File: config.mk
export PLATFORM = sky130hd
export DESIGN_NAME = sbc_ctrl
export DESIGN_NICKNAME = d
export VERILOG_FILES = /design/src/rtl/sbc_pkg.sv /design/src/rtl/sbc_ctrl.sv
export SDC_FILE = /design/constraint.sdc
export NUM_CORES = 1
export LEC_CHECK = 0
export BUFFER_PORTS_ARGS = -buffer_cell sky130_fd_sc_hd__buf_2
export CELL_PAD_IN_SITES_DETAIL_PLACEMENT = 0
export CELL_PAD_IN_SITES_GLOBAL_PLACEMENT = 1
export CORE_AREA = 3 3 40 42
export DETAILED_ROUTE_END_ITERATION = 8
export DIE_AREA = 0 0 43 45
export PLACE_DENSITY = 0.65
export SYNTH_ARGS = -nofsm -noshare
export SYNTH_HDL_FRONTEND = slang
export SYNTH_SLANG_ARGS = --single-unit
export TNS_END_PERCENT = 100
File: constraint.sdc
create_clock -name clk_i -period 1.4 [get_ports clk_i]
set_input_delay 0.28 -clock clk_i [delete_from_list [all_inputs] [get_ports clk_i]]
set_output_delay 0.28 -clock clk_i [all_outputs]
set_load 0.05 [all_outputs]
File: src/rtl/sbc_pkg.sv
// ----------------------------------------------------------------------------
// Swept box collision package
// Shared types, codes and fixed-point helpers for the swept box collision unit.
// ----------------------------------------------------------------------------
package sbc_pkg;

  // Extended width for exact edge sums: 32-bit signed + 31-bit unsigned + 33-bit signed
  localparam int unsigned EdgeW = 36;

  localparam logic [15:0] DtReset = 16'd1092;

  localparam logic ACT_LOAD = 1'b0;
  localparam logic ACT_TEST = 1'b1;

  localparam logic [2:0] SIDE_NONE  = 3'd0;
  localparam logic [2:0] SIDE_RIGHT = 3'd1;
  localparam logic [2:0] SIDE_LEFT  = 3'd2;
  localparam logic [2:0] SIDE_DOWN  = 3'd3;
  localparam logic [2:0] SIDE_UP    = 3'd4;

  typedef enum logic [1:0] {
    ST_IDLE,
    ST_MUL,
    ST_CHECK,
    ST_RESOLVE
  } state_e;

  // Multiplier schedule, one entry per cycle of the displacement phase
  typedef enum logic [1:0] {
    STEP_ACC_X,
    STEP_ACC_Y,
    STEP_DISP_X,
    STEP_DISP_Y
  } step_e;

  typedef struct packed {
    logic  load_obs;
    logic  take_test;
    logic  mul_en;
    step_e step;
    logic  check_en;
    logic  out_load;
  } cmd_t;

  function automatic logic signed [EdgeW-1:0] ext_s32(input logic [31:0] v);
    ext_s32 = {{(EdgeW-32){v[31]}}, v};
  endfunction

  function automatic logic signed [EdgeW-1:0] ext_u31(input logic [30:0] v);
    ext_u31 = {{(EdgeW-31){1'b0}}, v};
  endfunction

  function automatic logic signed [EdgeW-1:0] ext_s33(input logic [32:0] v);
    ext_s33 = {{(EdgeW-33){v[32]}}, v};
  endfunction

  function automatic logic [31:0] sat32(input logic signed [EdgeW-1:0] v);
    logic signed [EdgeW-1:0] hi;
    logic signed [EdgeW-1:0] lo;
    hi = {{(EdgeW-31){1'b0}}, {31{1'b1}}};
    lo = {{(EdgeW-31){1'b1}}, {31{1'b0}}};
    if (v > hi) begin
      sat32 = 32'h7fff_ffff;
    end else if (v < lo) begin
      sat32 = 32'h8000_0000;
    end else begin
      sat32 = v[31:0];
    end
  endfunction

endpackage

File: src/rtl/sbc_ctrl.sv
// ----------------------------------------------------------------------------
// Swept box collision controller
// Sequences loads, the displacement multiplies, the side tests and the result.
// ----------------------------------------------------------------------------
module sbc_ctrl import sbc_pkg::*; (
  input  logic clk_i,
  input  logic rst_ni,
  input  logic in_valid_i,
  input  logic action_i,
  input  logic out_stall_i,
  output logic in_stall_o,
  output logic out_valid_o,
  output cmd_t cmd_o
);

  state_e state_q, state_d;
  step_e  step_q, step_d;
  logic   out_valid_q, out_valid_d;
  logic   accept;
  logic   out_busy;

  assign out_busy = out_valid_q && out_stall_i;

  always_ff @(posedge clk_i or negedge rst_ni) begin
    if (!rst_ni) begin
      state_q     <= ST_IDLE;
      step_q      <= STEP_ACC_X;
      out_valid_q <= 1'b0;
    end else begin
      state_q     <= state_d;
      step_q      <= step_d;
      out_valid_q <= out_valid_d;
    end
  end

  always_comb begin
    state_d = state_q;
    step_d  = step_q;
    unique case (state_q)
      ST_IDLE: begin
        step_d = STEP_ACC_X;
        if (in_valid_i && (action_i == ACT_TEST)) begin
          state_d = ST_MUL;
        end
      end
      ST_MUL: begin
        unique case (step_q)
          STEP_ACC_X:  step_d = STEP_ACC_Y;
          STEP_ACC_Y:  step_d = STEP_DISP_X;
          STEP_DISP_X: step_d = STEP_DISP_Y;
          STEP_DISP_Y: begin
            step_d  = STEP_ACC_X;
            state_d = ST_CHECK;
          end
          default:     step_d = STEP_ACC_X;
        endcase
      end
      ST_CHECK: begin
        state_d = ST_RESOLVE;
      end
      ST_RESOLVE: begin
        // Hold until the output register is free
        if (!out_busy) begin
          state_d = ST_IDLE;
        end
      end
      default: begin
        state_d = ST_IDLE;
      end
    endcase
  end

  always_comb begin
    in_stall_o     = (state_q != ST_IDLE);
    accept         = in_valid_i && !in_stall_o;
    cmd_o.load_obs  = accept && (action_i == ACT_LOAD);
    cmd_o.take_test = accept && (action_i == ACT_TEST);
    cmd_o.mul_en    = (state_q == ST_MUL);
    cmd_o.step      = step_q;
    cmd_o.check_en  = (state_q == ST_CHECK);
    cmd_o.out_load  = (state_q == ST_RESOLVE) && !out_busy;
    if (cmd_o.out_load) begin
      out_valid_d = 1'b1;
    end else if (out_valid_q && !out_stall_i) begin
      out_valid_d = 1'b0;
    end else begin
      out_valid_d = out_valid_q;
    end
  end

  assign out_valid_o = out_valid_q;

endmodule
==> out/results.txt <==
outcome = finished with violations
violated checks = negative setup slack
Yosys reg bits = 5
path depth of the worst reg2reg path = 5
Setup WS post-layout = -0.124 ns
layout cells sized above 1 = 0.650
Worst Hold End = out_valid_o
post-synth cell types = 17
min Tclk post-route = 1.52 ns
Net Count, Synth = 48
GPL Wtd Cong = 0.678
FF+latch area = 126 um2
HP Class = primary input to flop
clk_lat worst skew = 0.23 ns
Post-Synthesis Cell Area = 363 um2
global-route usage over all layers = 0.0977
Hold Path Origin = out_stall_i
Seq/Total Area, Yosys = 0.345
Mean Syn Cell Area = 10.4 um2
die height = 45 um
Required @ worst endpoint = 1.12 ns
Reg-to-Reg End = state_q[1]
Reg2Reg Setup Slack = -0.01 ns
fin crit share = 1.09
setup TNS after final layout = -0.487 ns
Layout Cells excl Fill = 75
CP max-delay cell = dfrtp_1
Area growth syn-to-layout = 80.3%
CTS tree = yes
Die X-Extent = 43 um
Final Skew = 0.00189 ns
Ant. Diodes = 0
Worst-path clk slew = 0.04 ns
Final Util = 0.509
filler cell count = 126
Max Cap Viol = 0
DP Cell Count = 67
vias in the first global route = 336
CP max FO = 3
critical path arrival = 1.24 ns
final wirelength = 837 um
Vias = 331
hpwl dp = 619 um
IO buf count = 13
clk buf depth = 2
critical path's top delay family = flip-flops
Mapped Cells = 35
initial drt markers = 3
TritonCTS Buffers = 3
largest net degree at the start of global routing = 6
hold path depth = 2
Root Driver = clkbuf_4
max-slew violations = 0
initial core utilization = 0.282
max incr delay on CP = 0.41 ns
Fmax achieved = 656 MHz
Core ar. = 1280 um2
Crit. End Element = primary output
Final ANT Viol Nets = 0
initial antenna violation count = 0
highest-count cells in the layout ignoring fill and taps = buf_2 (7), buf_4 (7), ha_1 (4), dfrtp_1 (4), buf_8 (4)
CTS H-tree lvls = 1
yosys warns = 0
DIE AREA = 1940 um2
vias per inst = 4.41
DRC errors left = 0
# setup viols final = 7
Worst slew margin = 0.836
row cnt = 13
routed len/inst = 11.2 um
first-pass GRT wire length = 1.32 mm
Critical path buffers and inverters = 2
Least-Margin Pin Slew = 0.248 ns
Multi-input gate area = 267 um2
Crit Path Class = flop to primary output
TritonRoute pass-1 iters = 4
worst slack, placed = -0.000271 ns
Critical Path Start Type = flop
I/O pins = 14
final hold violation count = 0
clk sinks = 5
gr ovfl total = 0
worst r2r src = state_q[0]
worst path cell trace = inv_2 > ha_4 > and3_4 > buf_8
Nets = 74
RSZ-0062 raised after global routing = yes
per-layer routing:
layer	track usage	up-vias	share of wire
met2	0.177	8	0.55
met5	0	-	0
met3	0.0598	0	0.055
met4	0.0181	0	0
met1	0.0971	157	0.40
li1	-	166	-
worst max path at each step:
stage / start / end / slack, ns / depth (start not counted)
after global routing: state_q[1] / cmd_o[5] / -0.15 / 4
after floorplan: state_q[1] / state_q[1] / -0.20 / 5
final: state_q[1] / cmd_o[5] / -0.12 / 4
after detailed placement: state_q[1] / state_q[1] / -0.0003 / 5
after CTS: state_q[1] / cmd_o[4] / -0.11 / 4
after global placement: state_q[0] / cmd_o[6] / 0.002 / 5
state kept, by name, summed over array words and instances, names as in the netlist:
| register | flops |
|---|---|
| state_q | 2 |
| out_valid_o | 1 |
| step_q | 2 |
what timing repair did:
action,CTS,global route
pin swaps,1,1
buffers inserted,2,1
hold buffers,1,0
endpoints found under the setup margin,7,8
endpoints found under the hold margin,5,0
gates resized for setup,29,3
synth_stat cells:
cell type	instances	area share
a21boi_0	1	0.021
o31ai_1	2	0.041
nor2_1	2	0.021
o21ai_0	1	0.014
dfrtp_1	5	0.34
inv_2	1	0.010
mux2_4	1	0.041
ha_1	8	0.28
and2_1	1	0.017
a21o_1	1	0.021
inv_1	5	0.052
nand3_1	1	0.014
o221ai_2	1	0.041
mux2i_1	1	0.028
nand2_1	2	0.021
buf_4	1	0.021
and3_1	1	0.017
cells by family (layout without fill, tap and decap cells):
group,after synthesis,count (layout),share of synthesized area
DFF,5,5,0.345
muxes,2,2,0.0690
and+or+nand+nor,7,7,0.0897
buffers and inverters,7,32,0.0828
AOI/OAI and AO/OA,6,6,0.138
adders and majority gates,8,8,0.276
metrics by stage:
step                hold WS, ns  area (um2)
floorplan               -0.0156         374
global placement         0.0991         488
detailed placement       0.0995         488
CTS                       0.288         633
global route              0.300         654
finish                    0.292         654
layout make-up:
type | count | area share
Inverter | 6 | 0.0382
Multi-Input combinational cell | 23 | 0.407
Sequential cell | 5 | 0.193
Timing Repair Buffer | 22 | 0.293
Clock buffer | 4 | 0.0402
Tap cell | 15 | 0.0287
Power is not shown: default switching activity piles up to over one toggle a cycle in this logic, so the estimate is an artifact.
